[config.mk]
export PLATFORM = sky130hd
export DESIGN_NAME = pcse_mac
export DESIGN_NICKNAME = d
export VERILOG_FILES = /design/src/design/pcse_pkg.sv /design/src/design/pcse_mac.sv
export SDC_FILE = /design/constraint.sdc
export NUM_CORES = 2
export LEC_CHECK = 0
export ABC_AREA = 1
export ABC_CLOCK_PERIOD_IN_PS = 8100
export BUFFER_PORTS_ARGS = -buffer_cell sky130_fd_sc_hd__buf_2
export CAP_MARGIN = 20
export CORE_MARGIN = 3
export CORE_UTILIZATION = 55
export CTS_CLUSTER_SIZE = 12
export DETAILED_ROUTE_END_ITERATION = 8
export PLACE_DENSITY_LB_ADDON = 0.12
export SYNTH_ARGS = -nofsm -noshare
export SYNTH_HDL_FRONTEND = slang
export SYNTH_SLANG_ARGS = --single-unit
[constraint.sdc]
create_clock -name clk -period 8.1 [get_ports clk]
set_clock_uncertainty 0.2 [all_clocks]
set_input_delay 0.405 -clock clk [delete_from_list [all_inputs] [get_ports clk]]
set_output_delay 0.405 -clock clk [all_outputs]
set_load 0.02 [all_outputs]
[src/design/pcse_pkg.sv]
// Shared types, constants and helpers for the piecewise cubic spline evaluator.
// Used by every module of the block; depends on nothing.
package pcse_pkg;

	localparam int MAX_SEGMENTS_DEF = 16;
	localparam int FRAC_BITS_DEF    = 16;
	localparam int V_FRAC           = 16;
	localparam int COEFS_PER_SEG    = 12;

	localparam int DATA_W    = 32;
	localparam int CNT_W     = 5;
	localparam int IDX_W     = 5;
	localparam int SEL_W     = 4;
	localparam int V_W       = 17;
	localparam int SEG_OUT_W = 4;

	localparam int OPA_W  = 33;
	localparam int OPB_W  = 34;
	localparam int PROD_W = 67;
	localparam int SUM_W  = 68;
	localparam int U_W    = 36;

	localparam logic [1:0] CMD_WR_BP   = 2'd0;
	localparam logic [1:0] CMD_WR_COEF = 2'd1;
	localparam logic [1:0] CMD_EVAL    = 2'd2;

	localparam logic [1:0] SLOT_A = 2'd0;
	localparam logic [1:0] SLOT_B = 2'd1;
	localparam logic [1:0] SLOT_C = 2'd2;
	localparam logic [1:0] SLOT_D = 2'd3;

	localparam logic [1:0] AXIS_X = 2'd0;
	localparam logic [1:0] AXIS_Y = 2'd1;
	localparam logic [1:0] AXIS_Z = 2'd2;

	localparam logic [2:0] STEP_POS_D  = 3'd0;
	localparam logic [2:0] STEP_TAN_D3 = 3'd1;
	localparam logic [2:0] STEP_POS_B  = 3'd2;
	localparam logic [2:0] STEP_TAN_B  = 3'd3;
	localparam logic [2:0] STEP_POS_A  = 3'd4;
	localparam logic [2:0] STEP_CURV   = 3'd5;

	localparam logic signed [DATA_W-1:0] S32_MAX = 32'sh7FFF_FFFF;
	localparam logic signed [DATA_W-1:0] S32_MIN = 32'sh8000_0000;

	typedef struct packed {
		logic [1:0]              cmd;
		logic [IDX_W-1:0]        seg_index;
		logic [SEL_W-1:0]        coef_select;
		logic signed [DATA_W-1:0] load_value;
		logic [V_W-1:0]          param_v;
	} in_word_t;

	typedef struct packed {
		logic signed [DATA_W-1:0] pos_x;
		logic signed [DATA_W-1:0] pos_y;
		logic signed [DATA_W-1:0] pos_z;
		logic signed [DATA_W-1:0] tan_x;
		logic signed [DATA_W-1:0] tan_y;
		logic signed [DATA_W-1:0] tan_z;
		logic signed [DATA_W-1:0] curv_x;
		logic signed [DATA_W-1:0] curv_y;
		logic signed [DATA_W-1:0] curv_z;
		logic [SEG_OUT_W-1:0]     found_segment;
		logic                     map_error;
	} out_word_t;

	typedef enum logic [3:0] {
		S_IDLE,
		S_T0,
		S_TN,
		S_UMUL,
		S_UWAIT,
		S_SRCH,
		S_CRD,
		S_CCAP,
		S_EVAL,
		S_DRAIN,
		S_DONE
	} seq_state_t;

	typedef enum logic [1:0] {
		DST_POS,
		DST_TAN,
		DST_CURV
	} dst_t;

	typedef struct packed {
		logic eval_go;
		logic hit;
		logic last;
	} seq_stat_t;

	typedef struct packed {
		seq_state_t state;
		logic [1:0] p;
		logic [2:0] step;
		logic [1:0] axis;
		logic       busy;
		logic       done;
	} seq_ctrl_t;

	typedef struct packed {
		logic                    horner;
		logic signed [OPA_W-1:0] a;
		logic signed [OPB_W-1:0] b;
		logic signed [OPA_W-1:0] addend;
	} mac_op_t;

	function automatic logic signed [DATA_W-1:0] sat32(input logic signed [SUM_W-1:0] x);
		if (x > SUM_W'(S32_MAX)) begin
			return S32_MAX;
		end else if (x < SUM_W'(S32_MIN)) begin
			return S32_MIN;
		end else begin
			return $signed(x[DATA_W-1:0]);
		end
	endfunction

endpackage

[src/design/pcse_mac.sv]
// Shared multiply, floor-shift, add and saturate unit of the spline evaluator.
// Product registered, then shift/add/saturate combinational. Depends on pcse_pkg.
module pcse_mac
	import pcse_pkg::*;
#(
	parameter int FRAC_BITS = FRAC_BITS_DEF
) (
	input  logic                     clk,
	input  logic                     issue,
	input  mac_op_t                  op,
	output logic signed [DATA_W-1:0] res_sat,
	output logic signed [U_W-1:0]    res_wide
);

	logic signed [PROD_W-1:0] prod_c;
	logic signed [PROD_W-1:0] prod_s1;
	logic signed [OPA_W-1:0]  addend_s1;
	logic                     horner_s1;
	logic signed [PROD_W-1:0] shifted;
	logic signed [SUM_W-1:0]  sum;

	assign prod_c = $signed(op.a) * $signed(op.b);

	always_ff @(posedge clk) begin
		if (issue) begin
			prod_s1   <= prod_c;
			addend_s1 <= op.addend;
			horner_s1 <= op.horner;
		end
	end

	always_comb begin
		shifted  = horner_s1 ? (prod_s1 >>> FRAC_BITS) : (prod_s1 >>> V_FRAC);
		sum      = SUM_W'(shifted) + SUM_W'(addend_s1);
		res_sat  = sat32(sum);
		res_wide = $signed(sum[U_W-1:0]);
	end

endmodule

==> results.sh <==
export IMPL_cts_setup_buffers=0
export IMPL_diodes=0
export IMPL_cts_tree="yes"
export IMPL_holdCritPathClass="in -> reg"
export IMPL_area_delta_synth_final_pct=5.76
export IMPL_cts_repair_resized=0
export IMPL_synth_xor_area_share=0.0170
export IMPL_whs_path_depth=1
export IMPL_cts_hold_buf=1
export IMPL_yosysWarnings=0
export IMPL_wl_met2_um=64000
export IMPL_synth_edf_count=84
export IMPL_cts_buffer_depth=2
export IMPL_rsz0062_at_grt="false"
export IMPL_hold_viol=0
export IMPL_synth_area_mm2=0.0480
export IMPL_crit_required_ns=8.10
export IMPL_setup_tns_ns=0
export IMPL_fin_nets=7723
export IMPL_avgSynthCellArea_um2=7.83
export IMPL_ios=171
export IMPL_max_freq_mhz=131
export IMPL_grt_pass1_wl_um=220000
export IMPL_slowest_stage="buf_2"
export IMPL_vias_per_cell=5.11
export IMPL_antenna_found_initial=2
export IMPL_synth_seq_cells=84
export IMPL_hpwl_um=118000
export IMPL_critPathArrivalTime_ns=7.65
export IMPL_ant_nets=0
export IMPL_ys_flop_type="edfxtp_1"
export IMPL_crit_type="in -> reg"
export IMPL_final_cell_mix="inv_1, nand2_1, fa_1"
export IMPL_end_kind="flip-flop"
export IMPL_row_count=107
export IMPL_worstHoldStart="op[16]"
export IMPL_synthMuxAreaShare=0
export IMPL_fillCellCount=8015
export IMPL_cp_max_fo=32
export IMPL_worst_slew_pin_slew_ns=1.00
export IMPL_start_util=0.560
export IMPL_layout_drive_gt1_share=0.0584
export IMPL_grt_usage=0.312
export IMPL_top_layer_used="met5"
export IMPL_synth_simple_area_share=0.162
export IMPL_core_area_mm2=0.0858
export IMPL_status="complete, no violations"
export IMPL_grt_max_degree=57
export IMPL_place_gp_congestion=0.972
export IMPL_dr_first_iter_drc_count=2662
export IMPL_period_share=0.945
export IMPL_async_reset_ff_frac=0
export IMPL_synthAdderAreaFrac=0.559
export IMPL_met1_length_um=57900
export IMPL_htreeDepth=3
export IMPL_synth_compound_area_frac=0.0343
export IMPL_first_pass_iters=6
export IMPL_wl_met3_um=9290
export IMPL_start_kind="input port"
export IMPL_die_x_um=301
export IMPL_numCtsBuffers=9
export IMPL_max_cap_violations=0
export IMPL_cp_slowest_stage_delay_ns=0.62
export IMPL_syn_nets=7674
export IMPL_slew_headroom=0.331
export IMPL_overflow=0
export IMPL_cts_sinks=84
export IMPL_drc=0
export IMPL_crit_start="op[78]"
export IMPL_vias=37448
export IMPL_maxSlewViolCount=0
export IMPL_io_buffers=169
export IMPL_layout_commonest_cell="inv_1"
export IMPL_wirelength_um=135000
export IMPL_dieArea_mm2=0.0909
export IMPL_cts_clk_slew_worst_paths_ns=0.08
export IMPL_yosysSeqAreaShare=0.0525
export IMPL_grt_pass1_vias=40309
export IMPL_die_h_um=301
export IMPL_cp_common_cell="nand2_1"
export IMPL_fin_crit_ns=7.65
export IMPL_synthCells=6130
export IMPL_finish_utilization=0.592
export IMPL_ys_types=44
export IMPL_wl_per_cell_um=18.4
export IMPL_final_setup_viol_count=0
export IMPL_root_buffer="clkbuf_16"
export IMPL_synth_top_family_by_area="adder cells"
## cell type report
type / count / area, µm² / share of cell area
multi-input cells: 3820 / 37100 / 0.731
inverters: 1955 / 7340 / 0.144
flip-flops and latches: 84 / 2520 / 0.0497
repair buffers: 309 / 2080 / 0.0410
well taps: 1144 / 1430 / 0.0282
clock buffers: 9 / 225 / 0.00443
clock inverters: 7 / 76.3 / 0.00150
## synth_stat cells, types with 4 or more instances
master / n / area (µm²)
nand3_1: 74 / 370
inv_1: 1952 / 7330
o21a_1: 17 / 128
a21oi_1: 154 / 771
nand2_1: 1604 / 6020
edfxtp_1: 84 / 2520
clkbuf_1: 261 / 980
nor2_2: 5 / 31.3
xnor2_1: 39 / 342
and2_1: 4 / 25.0
nor3_1: 20 / 100
nor2_1: 224 / 841
a21oi_2: 5 / 43.8
nand2_2: 8 / 50.1
o21ai_0: 65 / 325
nand4_1: 32 / 200
fa_1: 1176 / 23500
o21bai_1: 15 / 113
ha_1: 265 / 3320
or2_2: 13 / 81.3
a31oi_1: 15 / 93.8
xor2_1: 54 / 473
## state kept, by name, indices dropped and copies added (netlist names)
name and flops:
prod_s1 51, addend_s1 33
## critical path, delay by kind of cell
family / cells / cell delay (ns)
xor+xnor: 1 / 0.19
fa+ha+maj: 9 / 4.38
buf+inv: 9 / 1.23
compound gates: 1 / 0.28
simple gates: 12 / 1.13
## worst paths after layout
check / end / slack (ns)
max: prod_s1[55] / 0.45
min: addend_s1[16] / 0.01
## through the flow
step / setup WS [ns] / cell area (µm²) / cells / hold WS (ns)
CTS: 0.494 / 50800 / 7327 / 0.000677
floorplan: 0.440 / 48000 / 6130 / 0.304
global route: 0.0356 / 50800 / 7328 / 0.000339
finish: 0.450 / 50800 / 7328 / 0.0144
global placement: 0.150 / 50500 / 7310 / 0.382
detailed placement: 0.109 / 50500 / 7310 / 0.383
## routing by layer
layer,GRT usage,vias to the layer above
met5,0,-
met2,0.522,1272
met3,0.0407,187
met1,0.435,18804
met4,0.0772,2
li1,-,17183
## logic make-up (layout without fill, tap and decap cells)
group,count (synthesis),count (layout)
xor gates and xnor gates,93,93
AOI/OAI and AO/OA,293,293
and+or+nand+nor,1993,1993
buffers and inverters,2226,2280
DFF,84,84
adders and majority gates,1441,1441
Power is not shown: default switching activity piles up to over one toggle a cycle in this logic, so the estimate is an artifact.
