### src/design/pcse_pkg.sv
// Shared types, constants and helpers for the piecewise cubic spline evaluator.
// Used by every module of the block; depends on nothing.
package pcse_pkg;

	localparam int MAX_SEGMENTS_DEF = 16;
	localparam int FRAC_BITS_DEF    = 16;
	localparam int V_FRAC           = 16;
	localparam int COEFS_PER_SEG    = 12;

	localparam int DATA_W    = 32;
	localparam int CNT_W     = 5;
	localparam int IDX_W     = 5;
	localparam int SEL_W     = 4;
	localparam int V_W       = 17;
	localparam int SEG_OUT_W = 4;

	localparam int OPA_W  = 33;
	localparam int OPB_W  = 34;
	localparam int PROD_W = 67;
	localparam int SUM_W  = 68;
	localparam int U_W    = 36;

	localparam logic [1:0] CMD_WR_BP   = 2'd0;
	localparam logic [1:0] CMD_WR_COEF = 2'd1;
	localparam logic [1:0] CMD_EVAL    = 2'd2;

	localparam logic [1:0] SLOT_A = 2'd0;
	localparam logic [1:0] SLOT_B = 2'd1;
	localparam logic [1:0] SLOT_C = 2'd2;
	localparam logic [1:0] SLOT_D = 2'd3;

	localparam logic [1:0] AXIS_X = 2'd0;
	localparam logic [1:0] AXIS_Y = 2'd1;
	localparam logic [1:0] AXIS_Z = 2'd2;

	localparam logic [2:0] STEP_POS_D  = 3'd0;
	localparam logic [2:0] STEP_TAN_D3 = 3'd1;
	localparam logic [2:0] STEP_POS_B  = 3'd2;
	localparam logic [2:0] STEP_TAN_B  = 3'd3;
	localparam logic [2:0] STEP_POS_A  = 3'd4;
	localparam logic [2:0] STEP_CURV   = 3'd5;

	localparam logic signed [DATA_W-1:0] S32_MAX = 32'sh7FFF_FFFF;
	localparam logic signed [DATA_W-1:0] S32_MIN = 32'sh8000_0000;

	typedef struct packed {
		logic [1:0]              cmd;
		logic [IDX_W-1:0]        seg_index;
		logic [SEL_W-1:0]        coef_select;
		logic signed [DATA_W-1:0] load_value;
		logic [V_W-1:0]          param_v;
	} in_word_t;

	typedef struct packed {
		logic signed [DATA_W-1:0] pos_x;
		logic signed [DATA_W-1:0] pos_y;
		logic signed [DATA_W-1:0] pos_z;
		logic signed [DATA_W-1:0] tan_x;
		logic signed [DATA_W-1:0] tan_y;
		logic signed [DATA_W-1:0] tan_z;
		logic signed [DATA_W-1:0] curv_x;
		logic signed [DATA_W-1:0] curv_y;
		logic signed [DATA_W-1:0] curv_z;
		logic [SEG_OUT_W-1:0]     found_segment;
		logic                     map_error;
	} out_word_t;

	typedef enum logic [3:0] {
		S_IDLE,
		S_T0,
		S_TN,
		S_UMUL,
		S_UWAIT,
		S_SRCH,
		S_CRD,
		S_CCAP,
		S_EVAL,
		S_DRAIN,
		S_DONE
	} seq_state_t;

	typedef enum logic [1:0] {
		DST_POS,
		DST_TAN,
		DST_CURV
	} dst_t;

	typedef struct packed {
		logic eval_go;
		logic hit;
		logic last;
	} seq_stat_t;

	typedef struct packed {
		seq_state_t state;
		logic [1:0] p;
		logic [2:0] step;
		logic [1:0] axis;
		logic       busy;
		logic       done;
	} seq_ctrl_t;

	typedef struct packed {
		logic                    horner;
		logic signed [OPA_W-1:0] a;
		logic signed [OPB_W-1:0] b;
		logic signed [OPA_W-1:0] addend;
	} mac_op_t;

	function automatic logic signed [DATA_W-1:0] sat32(input logic signed [SUM_W-1:0] x);
		if (x > SUM_W'(S32_MAX)) begin
			return S32_MAX;
		end else if (x < SUM_W'(S32_MIN)) begin
			return S32_MIN;
		end else begin
			return $signed(x[DATA_W-1:0]);
		end
	endfunction

endpackage

### src/design/pcse_seq.sv
// Sequencer of the spline evaluator: state register, load/step/axis counters.
// Depends on pcse_pkg.
module pcse_seq
	import pcse_pkg::*;
(
	input  logic      clk,
	input  logic      arst_n,
	input  seq_stat_t stat,
	output seq_ctrl_t ctrl
);

	seq_state_t state_q;
	seq_state_t state_d;
	logic [1:0] p_q;
	logic [2:0] step_q;
	logic [1:0] axis_q;

	always_ff @(posedge clk or negedge arst_n) begin
		if (!arst_n) begin
			state_q <= S_IDLE;
		end else begin
			state_q <= state_d;
		end
	end

	always_comb begin
		state_d = state_q;
		unique case (state_q)
			S_IDLE: begin
				if (stat.eval_go) begin
					state_d = S_T0;
				end
			end
			S_T0:    state_d = S_TN;
			S_TN:    state_d = S_UMUL;
			S_UMUL:  state_d = S_UWAIT;
			S_UWAIT: state_d = S_SRCH;
			S_SRCH: begin
				if (stat.hit) begin
					state_d = S_CRD;
				end else if (stat.last) begin
					state_d = S_DONE;
				end
			end
			S_CRD: begin
				if (p_q == SLOT_D) begin
					state_d = S_CCAP;
				end
			end
			S_CCAP: state_d = S_EVAL;
			S_EVAL: begin
				if (step_q == STEP_CURV) begin
					state_d = (axis_q == AXIS_Z) ? S_DRAIN : S_CRD;
				end
			end
			S_DRAIN: state_d = S_DONE;
			S_DONE:  state_d = S_IDLE;
			default: state_d = S_IDLE;
		endcase

		ctrl.state = state_q;
		ctrl.p     = p_q;
		ctrl.step  = step_q;
		ctrl.axis  = axis_q;
		ctrl.busy  = (state_q != S_IDLE);
		ctrl.done  = (state_q == S_DONE);
	end

	always_ff @(posedge clk or negedge arst_n) begin
		if (!arst_n) begin
			p_q    <= '0;
			step_q <= '0;
			axis_q <= '0;
		end else begin
			case (state_q)
				S_UWAIT: begin
					p_q    <= '0;
					step_q <= '0;
					axis_q <= AXIS_X;
				end
				S_CRD: p_q <= p_q + 2'd1;
				S_EVAL: begin
					if (step_q == STEP_CURV) begin
						step_q <= '0;
						axis_q <= axis_q + 2'd1;
					end else begin
						step_q <= step_q + 3'd1;
					end
				end
				default: ;
			endcase
		end
	end

endmodule
### config.mk
export PLATFORM = sky130hd
export DESIGN_NAME = pcse_seq
export DESIGN_NICKNAME = d
export VERILOG_FILES = /design/src/design/pcse_pkg.sv /design/src/design/pcse_seq.sv
export SDC_FILE = /design/constraint.sdc
export NUM_CORES = 1
export LEC_CHECK = 0
export BUFFER_PORTS_ARGS = -buffer_cell sky130_fd_sc_hd__buf_2
export CAP_MARGIN = 0
export CORE_ASPECT_RATIO = 1.1
export CORE_MARGIN = 1
export CORE_UTILIZATION = 50
export DETAILED_ROUTE_END_ITERATION = 10
export PLACE_DENSITY = 0.75
export SLEW_MARGIN = 20
export SYNTH_ARGS = -nofsm -noshare
export SYNTH_HDL_FRONTEND = slang
export SYNTH_SLANG_ARGS = --single-unit
### constraint.sdc
create_clock -name clk -period 3.3 [get_ports clk]
set_clock_uncertainty 0.1 [all_clocks]
set_input_delay 0.33 -clock clk [delete_from_list [all_inputs] [get_ports clk]]
set_output_delay 0.33 -clock clk [all_outputs]
set_load 0.03 [all_outputs]
==> results of run 1 <==
[synthesized netlist by cell type]
master and n:
o32ai_1 1, nand2_1 11, o21ai_1 1, nand4b_1 1
a211oi_1 1, o31ai_1 1, a211o_1 1, nor4b_4 1
buf_4 1, nor3_1 4, mux2_2 1, nor2_2 1
dfrtp_1 11, inv_1 5, nand2b_4 1, buf_2 3
or4_1 1, buf_6 1, and3_1 1, a311oi_1 1
nor2b_1 1, o21ai_0 9, a41o_1 1, a21oi_1 4
or2_4 1, nand4_1 1, a2bb2oi_1 1, nand3_1 6
nor2_1 4, ha_1 2, o22ai_1 1, o2bb2ai_1 1
nand2b_1 1, a22o_1 2, and2b_1 1
[logic make-up after synthesis]
| group | share of synthesized area, % |
|---|---|
| AO/OA/AOI/OAI | 22.15 |
| adder cells (fa/ha/maj) | 3.407 |
| buffers and inverters | 7.155 |
| flip-flops | 37.48 |
| multiplexers | 1.533 |
| AND/OR/NAND/NOR | 28.28 |
[area by class of cell]
class	instances	area, um2	area share, %
Multi-Input combinational cell	64	406.6	48.29
Sequential cell	11	275.3	32.69
Timing Repair Buffer	18	95.09	11.29
Clock buffer	4	26.28	3.120
Tap cell	16	20.02	2.377
Inverter	5	18.77	2.229
[power groups by stage]
stage / Sequential, W / Combinational [W] / Clock, W
6_report: 0.000301 / 0.000466 / 0.0000922
5_1_grt: 0.000313 / 0.000514 / 0.000104
3_5_place_dp: 0.000300 / 0.000459 / 0
4_1_cts: 0.000298 / 0.000465 / 0.0000936
2_1_floorplan: 0.000335 / 0.000327 / 0
3_3_place_gp: 0.000295 / 0.000462 / 0
[per-stage QoR]
step	util (%)	cells	area (um2)	worst slack (ns)
floorplan	-	85	734.5	1.541
global placement	58.97	113	805.8	1.680
detailed placement	58.97	113	805.8	1.613
CTS	61.63	118	842.1	1.359
global route	61.63	118	842.1	1.247
finish	61.63	118	842.1	1.356
[repair_timing]
action                                 in CTS  in global routing
endpoints found under the hold margin      11                  0
hold buffers                                1                  0
gates resized for setup                     0                  0
[metal layers]
metal  wire length [um]  share of wire [%]
met2                737                 47
met1                752                 48
met4                  0                  0
met3                 90                5.7
met5                  0                  0
[path summary, 6_finish.rpt]
kind	slack (ns)	cells after the start	end	startpoint
min reg2reg	0.43	2	p_q[1]	p_q[1]
min in group asynchronous	0.37	2	state_q[3]	arst_n
max in group asynchronous	2.52	2	step_q[0]	arst_n
max	1.36	3	ctrl[0]	state_q[3]
min	0.33	3	state_q[2]	stat[2]
max reg2reg	1.58	4	state_q[3]	state_q[3]
[worst register-to-register path, cell delays in order, from the launching register on]
cell	delay, ns
dfrtp_1	0.67
nand2b_1	0.25
a211oi_1	0.27
a21oi_1	0.07
o31ai_1	0.26
[flip-flops by register name, indices dropped and copies added, names as in the netlist]
| name | flops |
|---|---|
| p_q | 2 |
| step_q | 3 |
| axis_q | 2 |
| state_q | 4 |
==> results.md, run 1 <==
* Status: complete, no violations
* Buf+Inv Stages, Crit Path at 1
* Cell taking the most area after synthesis: dfrtp_1
* Inserted Clock Buffers at 3
* Initial cell density of the core at 53.75%
* Sequential element share of the synthesized area at 37.48%
* Top cells by area, synth: dfrtp_1 (37%), o21ai_0 (6.1%), nand2_1 (5.6%)
* Reg clk slew, reported paths at 0.07 ns
* Crit path largest cell delay at 0.67 ns
* Actual slew at the worst max-slew pin at 0.5140 ns
* Average routed wire per standard cell at 13.39 um
* Final #Nets at 110
* Seq cells post-synth at 11
* CTS tree: done
* Grt met2 use at 31.00%
* Final Hold Fails at 0
* Most common cell after layout, fill and taps aside: buf_2
* Core Rows at 14
* Worst path arrival time at 1.51 ns
* Max Clock Freq at 0.5145 GHz
* Leak at 0.4038 nW
* Unique masters post-synth at 35
* CP max-delay cell: dfrtp_1
* Slew margin rel. at 65.73%
* Worst Path Required at 2.87 ns
* IO Pins at 18
* Final setup TNS at 0 ns
* DIE WIDTH at 38.54 um
* Fill count at 119
* Critical Path Sink Type: primary output
* Min cycle time layout at 1.944 ns
* Top Family by Delay on Critical Path: flip-flops
* Overflow left after global routing at 0
* Switching share of power at 53.25%
* Gpl congestion at 0.8844
* Initial antenna violation count at 0
* Pwr Density at 1020 nW/um2
* Pin count of the biggest net entering global routing at 19
* ANT cells at 0
* Post-CTS setup buffer count at 0
* Vias at 682
* # setup viols final at 0
* Post-DRT Antenna Nets at 0
* Global-route wire length before repair at 2711 um
* Synth-to-layout area growth at 14.65%
* Total Power at 0.0008589 W
* Worst Setup Start Kind: register
* Crit share post-route at 58.89%
* CP cell instances: nand2b_1, nor2_1, buf_2
* Synth top area share at 37.48%
* Post-Syn Area per Cell at 8.641 um2
* Gr usage total at 22.70%
* Int Power at 0.0004015 W
* Clock power frac at 10.7%
* Met1 track demand over resource at 36.90%
* Vias in the first global route at 592
* RSZ-0062 raised after global routing: no
* Die area at 1626 um2
* Syn_nets at 92
* Clk root buf: clkbuf_4
* Combinational power share at 54.2%
* Yosys warns at 0
* Detailed Routing Iterations Pass 1 at 4
* Total Wirelength at 1580 um
* CP Class: reg -> out
* Vias per cell at 5.780
* Post-route DRC at 0
* Hold Path Class: in -> reg
* Worst skew pair latency at 0.26 ns
* CTS max path bufs at 2
* Max Slew Vio Count at 0
* Maxcap violations at 0
* Die H at 42.20 um
* DR iter-0 viols at 33
* Most frequent cells in the layout: buf_2 (17), nand2_1 (11), dfrtp_1 (11)
* GRT busiest layer: met1
* IO Port Bufs at 17
* Sink Count at 11
* Grt met3 use at 4.787%
* Sequential power share at 35.0%
* Worst VDD drop at 0.5814 mV
* H-tree depth at 1
* HPWL after DPL at 1090 um
* Hold slack at 0.3280 ns
* Share of cells above drive strength 1 at 24.51%
* Worst Path Max Fanout at 18
* Net Sw Power at 0.0004574 W
* Synthesized area at 734.5 um2
* Cells after synthesis at 85
* Core Region at 1366 um2
(Power assumes the default switching activity.)
==> run 2, diff against run 1 <==
--- a/config.mk
+++ b/config.mk
@@ -9,9 +9,9 @@
 export CAP_MARGIN = 0
 export CORE_ASPECT_RATIO = 1.1
 export CORE_MARGIN = 1
-export CORE_UTILIZATION = 50
+export CORE_UTILIZATION = 46
 export DETAILED_ROUTE_END_ITERATION = 10
-export PLACE_DENSITY = 0.75
+export PLACE_DENSITY = 0.73
 export SLEW_MARGIN = 20
 export SYNTH_ARGS = -nofsm -noshare
 export SYNTH_HDL_FRONTEND = slang
==> constraint.sdc (replaced) <==
create_clock -name clk -period 1.55 [get_ports clk]
set_clock_uncertainty 0.1 [all_clocks]
set_input_delay 0.155 -clock clk [delete_from_list [all_inputs] [get_ports clk]]
set_output_delay 0.155 -clock clk [all_outputs]
set_load 0.03 [all_outputs]
==> run 2 against run 1 <==
Against the previous run:
- clock power rose by 120%
- flip-flop and latch count unchanged
- via count is 6.7% higher
- non-clock buffer count increased by 7
- combinational power increased to 2.7 times the previous value
- setup slack worse by 1.3 ns
- wire length rose by 12%
- hold slack worse by 0.17 ns
- register-to-register slack lost 1.5 ns
- critical path type unchanged
- critical endpoint unchanged
- largest power group unchanged
==> results.md, run 2 (synthesis gave the netlist of run 1 again) <==
* Status: complete, no violations (unchanged)
* R2R cell count at 4 (unchanged)
* Gr usage total at 25.08% (was 22.70%)
* ANT cells at 0 (unchanged)
* CTS tree: done (unchanged)
* Setup slack, reg-to-reg at 0.11 ns (was 1.58 ns)
* Crit path largest cell delay at 0.41 ns (was 0.67 ns)
* Max Slew Vio Count at 0 (unchanged)
* Worst skew pair latency at 0.27 ns (was 0.26 ns)
* Largest reg by FF count: state_q (unchanged)
* Buf+Inv Stages, Crit Path at 1 (unchanged)
* Worst hold start: stat[2] (unchanged)
* Combinational power share at 64.2% (was 54.2%)
* Total Wirelength at 1768 um (was 1580 um)
* Actual slew at the worst max-slew pin at 0.3258 ns (was 0.5140 ns)
* Leak at 0.4369 nW (was 0.4038 nW)
* # setup viols final at 0 (unchanged)
* Worst Path Max Fanout at 6 (was 18)
* CTS max path bufs at 2 (unchanged)
* Overflow left after global routing at 0 (unchanged)
* Vias in the first global route at 682 (was 592)
* Detailed Routing Iterations Pass 1 at 5 (was 4)
* Worst path arrival time at 1.21 ns (was 1.51 ns)
* CP max-delay cell: dfrtp_2 (was dfrtp_1)
* Final Core Density at 63.94% (was 61.63%)
* Placed insts at 120 (was 113)
* DR iter-0 viols at 14 (was 33)
* HPWL after DPL at 1315 um (was 1090 um)
* Worst VDD drop at 1.265 mV (was 0.5814 mV)
* Die area at 1761 um2 (was 1626 um2)
* Gpl congestion at 0.8811 (was 0.8844)
* Sink Count at 11 (unchanged)
* Synth-to-layout area growth at 25.04% (was 14.65%)
* Pin count of the biggest net entering global routing at 16 (was 19)
* Hold-critical path depth at 3 (unchanged)
* Largest registers: state_q: 4 flops, step_q: 3 flops (unchanged)
* Die H at 43.91 um (was 42.20 um)
* CP Class: reg -> out (unchanged)
* Post-route DRC at 0 (unchanged)
* Initial antenna violation count at 0 (unchanged)
* Max Clock Freq at 0.6849 GHz
* Slew margin rel. at 78.19% (was 65.73%)
* IO Pins at 18 (unchanged)
* Final setup TNS at 0 ns (unchanged)
* Clk root buf: clkbuf_4 (unchanged)
* Final Hold Fails at 0 (unchanged)
* Total Power at 0.002000 W (was 0.0008589 W)
* RSZ-0062 raised after global routing: no (unchanged)
* Global-route wire length before repair at 3015 um (was 2711 um)
* Top Family by Delay on Critical Path: flip-flops (unchanged)
* Worst Path Required at 1.29 ns (was 2.87 ns)
* IO Port Bufs at 17 (unchanged)
* Pwr Density at 2178 nW/um2 (was 1020 nW/um2)
* Maxcap violations at 0 (unchanged)
* Net Sw Power at 0.001027 W (was 0.0004574 W)
* Reg2Reg Launch Point: state_q[3] (unchanged)
* Worst Setup Start Kind: register (unchanged)
* Hold EP: state_q[2] (unchanged)
* Max reg flops at 4 (unchanged)
* Most common cell after layout, fill and taps aside: buf_2 (unchanged)
* Initial cell density of the core at 51.13% (was 53.75%)
* Final std cells w/o fill at 125 (was 118)
* Switching share of power at 51.33% (was 53.25%)
* Average routed wire per standard cell at 14.14 um (was 13.39 um)
* Post-DRT Antenna Nets at 0 (unchanged)
* Reg clk slew, reported paths at 0.07 ns (about the same)
* Most frequent cells in the layout: buf_2 (16), o21ai_0 (9), nand2_1 (9) (was buf_2 (17), nand2_1 (11), dfrtp_1 (11))
* CP cell instances: nand2b_2, nor2_2, clkbuf_4 (was nand2b_1, nor2_1, buf_2)
* Critical Path Sink Type: primary output (unchanged)
* Sequential power share at 25.8% (was 35.0%)
* Hold Path Class: in -> reg (unchanged)
* Vias at 728 (was 682)
* Min cycle time layout at 1.460 ns
* H-tree depth at 1 (unchanged)
* Post-CTS setup buffer count at 0 (unchanged)
* Vias per cell at 5.824 (was 5.780)
* Share of cells above drive strength 1 at 37.61% (was 24.51%)
* R2r endpoint: state_q[2] (was state_q[3])
* DIE WIDTH at 40.10 um (was 38.54 um)
* Core Region at 1436 um2 (was 1366 um2)
* Final #Nets at 117 (was 110)
* Core Rows at 14 (unchanged)
* Crit share post-route at 94.20%
* Int Power at 0.0009734 W (was 0.0004015 W)
* Clock power frac at 10.0% (was 10.7%)
* Inserted Clock Buffers at 3 (unchanged)
-- run 2: cell types whose count changed in the layout (fill, tap and decap cells not counted), sizes merged --
cell,change
clkbuf,+1
buf,+6
-- run 2: layout make-up --
type	count	area [um2]
Sequential cell	11	279.0
Fill cell	135	518.0
Timing Repair Buffer	25	150.1
Clock buffer	4	26.28
Tap cell	16	20.02
Inverter	5	18.77
Multi-Input combinational cell	64	424.2
-- run 2: routing by layer --
metal	global-route usage (%)	vias up	wire length, um
li1	-	359	-
met1	35.05	341	801
met2	37.10	24	865
met3	3.077	4	78
met4	12.41	0	23
met5	0	-	0
-- run 2: power by group through the flow --
| stage | Clock [W] | Sequential, W | Combinational (W) |
|---|---|---|---|
| 2_1_floorplan | 0 | 0.000721 | 0.000710 |
| 3_5_place_dp | 0 | 0.000514 | 0.00125 |
| 4_1_cts | 0.000205 | 0.000508 | 0.00126 |
| 5_1_grt | 0.000216 | 0.000533 | 0.00141 |
| 3_3_place_gp | 0 | 0.000506 | 0.00123 |
| 6_report | 0.000200 | 0.000516 | 0.00128 |
-- run 2: how the worst max path moves through the flow --
stage,start,cells past startpoint,slack [ns],endpoint
floorplan,state_q[1],4,0.02,state_q[0]
global placement,state_q[2],3,0.13,state_q[0]
detailed placement,state_q[2],3,0.12,state_q[0]
CTS,state_q[2],4,0.005,ctrl[1]
global route,state_q[3],4,0.03,state_q[2]
finish,state_q[2],3,0.09,ctrl[0]
-- run 2: per-stage QoR --
stage	hold WS (ns)	instance area (um2)	setup slack (ns)
5_1_grt	0.1992	918.4	0.03042
3_5_place_dp	-0.05948	867.1	0.1243
2_1_floorplan	-0.2406	743.2	0.01501
3_3_place_gp	-0.06031	867.1	0.1311
4_1_cts	0.1602	903.4	0.004633
6_report	0.1572	918.4	0.08983
-- run 2: what timing repair did --
| item | 4_1_cts | 5_1_grt |
|---|---|---|
| setup endpoints to repair | 0 | 2 |
| hold buffers | 1 | 0 |
| hold endpoints to repair | 11 | 0 |
| resized for setup | 0 | 6 |
-- run 2: worst min-delay path: stages --
cell and delay (ns):
buf_2 0.09, o21ai_0 0.10, a21oi_1 0.14
==> run 3, diff against run 2 <==
--- a/config.mk
+++ b/config.mk
@@ -5,13 +5,13 @@
 export SDC_FILE = /design/constraint.sdc
 export NUM_CORES = 1
 export LEC_CHECK = 0
-export BUFFER_PORTS_ARGS = -buffer_cell sky130_fd_sc_hd__buf_2
 export CAP_MARGIN = 0
 export CORE_ASPECT_RATIO = 1.1
 export CORE_MARGIN = 1
-export CORE_UTILIZATION = 46
+export CORE_UTILIZATION = 50
 export DETAILED_ROUTE_END_ITERATION = 10
-export PLACE_DENSITY = 0.73
+export DONT_BUFFER_PORTS = 1
+export PLACE_DENSITY = 0.68
 export SLEW_MARGIN = 20
 export SYNTH_ARGS = -nofsm -noshare
 export SYNTH_HDL_FRONTEND = slang
==> constraint.sdc (replaced) <==
create_clock -name clk -period 1.55 [get_ports clk]
set_clock_uncertainty 0.1 [all_clocks]
set_input_delay 0.31 -clock clk [delete_from_list [all_inputs] [get_ports clk]]
set_output_delay 0.31 -clock clk [all_outputs]
set_load 0.03 [all_outputs]
==> run 3 against run 2 <==
Against the previous run:
- the run now ends with negative setup slack left
- highest routed layer unchanged
- non-clock buffer count up 2
- setup slack worse by 0.12 ns
- die area down 7.6%
- utilization up 11 points
- clock power up 3%
- critical endpoint is now state_q[0]
==> results.md, run 3 (synthesis gave the netlist of run 1 again) <==
* Status: complete, but fails checks (was complete, no violations)
* Failing checks: negative setup slack
* Worst VDD drop at 1.376 mV (was 1.265 mV)
* Post-route DRC at 0 (unchanged)
* Worst Path Max Fanout at 4 (was 6)
* IO Port Bufs at 0 (was 17)
* Worst Setup Start Kind: register (unchanged)
* Post-route setup slack at -0.02571 ns (was 0.08983 ns)
* Final Hold Fails at 0 (unchanged)
* Slew margin rel. at 64.58% (was 78.19%)
* Max Clock Freq at 0.6346 GHz (was 0.6849 GHz)
* IO Pins at 18 (unchanged)
* Critical Path Sink Type: register (was primary output)
* Crit share post-route at 101.7% (was 94.20%)
* Reg clk slew, reported paths at 0.08 ns (was 0.07 ns)
* Most common cell after layout, fill and taps aside: buf_4 (was buf_2)
* Die area at 1626 um2 (was 1761 um2)
* RSZ-0062 raised after global routing: yes (was no)
* Post-DRT Antenna Nets at 0 (unchanged)
* Hold slack at 0.1325 ns (was 0.1572 ns)
* DIE WIDTH at 38.54 um (was 40.10 um)
* Clk root buf: clkbuf_4 (unchanged)
* Switching share of power at 49.25% (was 51.33%)
* Net Sw Power at 0.001187 W (was 0.001027 W)
* Worst path arrival time at 1.64 ns (was 1.21 ns)
* Sink Count at 11 (unchanged)
* Vias in the first global route at 716 (was 682)
* Share of cells above drive strength 1 at 42.34% (was 37.61%)
* Seq. cell area at 280.3 um2 (was 279.0 um2)
* Leak at 0.4678 nW (was 0.4369 nW)
* Sequential power share at 22.8% (was 25.8%)
* Total Wirelength at 2144 um (was 1768 um)
* CTS tree: done (unchanged)
* Max Slew Vio Count at 0 (unchanged)
* Multi-input gate area at 451.7 um2 (was 424.2 um2)
* CP Class: reg -> reg (was reg -> out)
* # setup viols final at 3 (was 0)
* HPWL after DPL at 1322 um (was 1315 um)
* H-tree depth at 1 (unchanged)
* ANT cells at 0 (unchanged)
* Pwr Density at 2364 nW/um2 (was 2178 nW/um2)
* Combinational power share at 68.6% (was 64.2%)
* Initial antenna violation count at 0 (unchanged)
* Hold Path Class: in -> reg (unchanged)
* Gpl congestion at 0.9769 (was 0.8811)
* Overflow left after global routing at 0 (unchanged)
* CTS max path bufs at 2 (unchanged)
* Vias at 793 (was 728)
* Average routed wire per standard cell at 16.88 um (was 14.14 um)
* Die H at 42.20 um (was 43.91 um)
* Largest registers: state_q: 4 flops, step_q: 3 flops (unchanged)
* Clock power frac at 8.6% (was 10.0%)
* Core Rows at 14 (unchanged)
* Int Power at 0.001223 W (was 0.0009734 W)
* Gr usage total at 26.17% (was 25.08%)
* DR iter-0 viols at 35 (was 14)
* Pin count of the biggest net entering global routing at 12 (was 16)
* Global-route wire length before repair at 3111 um (was 3015 um)
* Final #Nets at 119 (was 117)
* Inserted Clock Buffers at 3 (unchanged)
* Core Region at 1366 um2 (was 1436 um2)
* Synth-to-layout area growth at 38.84% (was 25.04%)
* Most frequent cells in the layout: buf_4 (22), nand2_1 (9), o21ai_0 (8) (was buf_2 (16), o21ai_0 (9), nand2_1 (9))
* Final setup TNS at -0.04264 ns (was 0 ns)
* Detailed Routing Iterations Pass 1 at 4 (was 5)
* Vias per cell at 6.244 (was 5.824)
* Initial cell density of the core at 53.75% (was 51.13%)
* Design Area, Final at 1020 um2 (was 918.4 um2)
* Max reg flops at 4 (unchanged)
* Placed Area at 854.6 um2 (was 867.1 um2)
* Actual slew at the worst max-slew pin at 0.5295 ns (was 0.3258 ns)
* Largest reg by FF count: state_q (unchanged)
* Fill count at 119 (was 135)
* Worst Path Required at 1.61 ns (was 1.29 ns)
* Worst skew pair latency at 0.27 ns (about the same)
* Maxcap violations at 0 (unchanged)
* Min cycle time layout at 1.576 ns (was 1.460 ns)
-- run 3: cell count changes in the layout (fill, tap and decap cells not counted), sizes merged --
cell    before  now
buf         23   26
clkbuf       5    4
-- run 3: final timing paths --
check	slack, ns	depth (start not counted)	from	to
min in group asynchronous	0.35	1	arst_n	axis_q[0]
setup reg to reg	-0.03	4	state_q[0]	state_q[0]
max in group asynchronous	0.62	1	arst_n	state_q[0]
hold reg to reg	0.53	3	p_q[1]	p_q[1]
hold / removal	0.13	2	stat[2]	state_q[2]
setup / recovery	-0.03	4	state_q[0]	state_q[0]
-- run 3: stage by stage --
stage | total power, W | util, % | setup slack [ns] | std cells
after global placement | 0.001779 | 62.55 | 0.1105 | 112
after floorplan | 0.001439 | - | -0.001048 | 85
after global routing | 0.002543 | 74.63 | -0.07776 | 127
final | 0.002411 | 74.63 | -0.02571 | 127
after CTS | 0.002183 | 70.42 | 0.008697 | 122
after detailed placement | 0.001793 | 62.55 | 0.06117 | 112
-- run 3: what timing repair did --
item                                    CTS  global route
endpoints found under the hold margin    11             0
buffers inserted                          5             5
hold buffers                              1             0
endpoints found under the setup margin    2             7
pin swaps                                 3             5
resized for setup                        11             6
-- run 3: metal layers --
layer | track usage, % | wire length, um | vias up
met4 | 11.03 | 50 | 0
li1 | - | - | 362
met3 | 4.255 | 177 | 10
met1 | 38.68 | 858 | 367
met5 | 0 | 0 | -
met2 | 37.33 | 1058 | 54
-- run 3: power groups by stage --
stage	Clock, W	Sequential [W]	Combinational [W]
after floorplan	0	0.000721	0.000718
after global placement	0	0.000538	0.00124
after detailed placement	0	0.000547	0.00125
after CTS	0.000203	0.000536	0.00144
after global routing	0.000220	0.000557	0.00177
final	0.000207	0.000549	0.00165
-- run 3: layout make-up --
| cell class | count | area share, % |
|---|---|---|
| multi-input cells | 64 | 44.29 |
| repair buffers | 27 | 21.60 |
| well taps | 16 | 1.963 |
| inverters | 5 | 2.086 |
| clock buffers | 4 | 2.577 |
| flip-flops and latches | 11 | 27.48 |
-- run 3: worst max-delay path, stage by stage, from the launching register on --
cell     delay (ns)
dfrtp_2        0.46
buf_6          0.14
or2_4          0.24
a211o_1        0.32
a41o_1         0.20
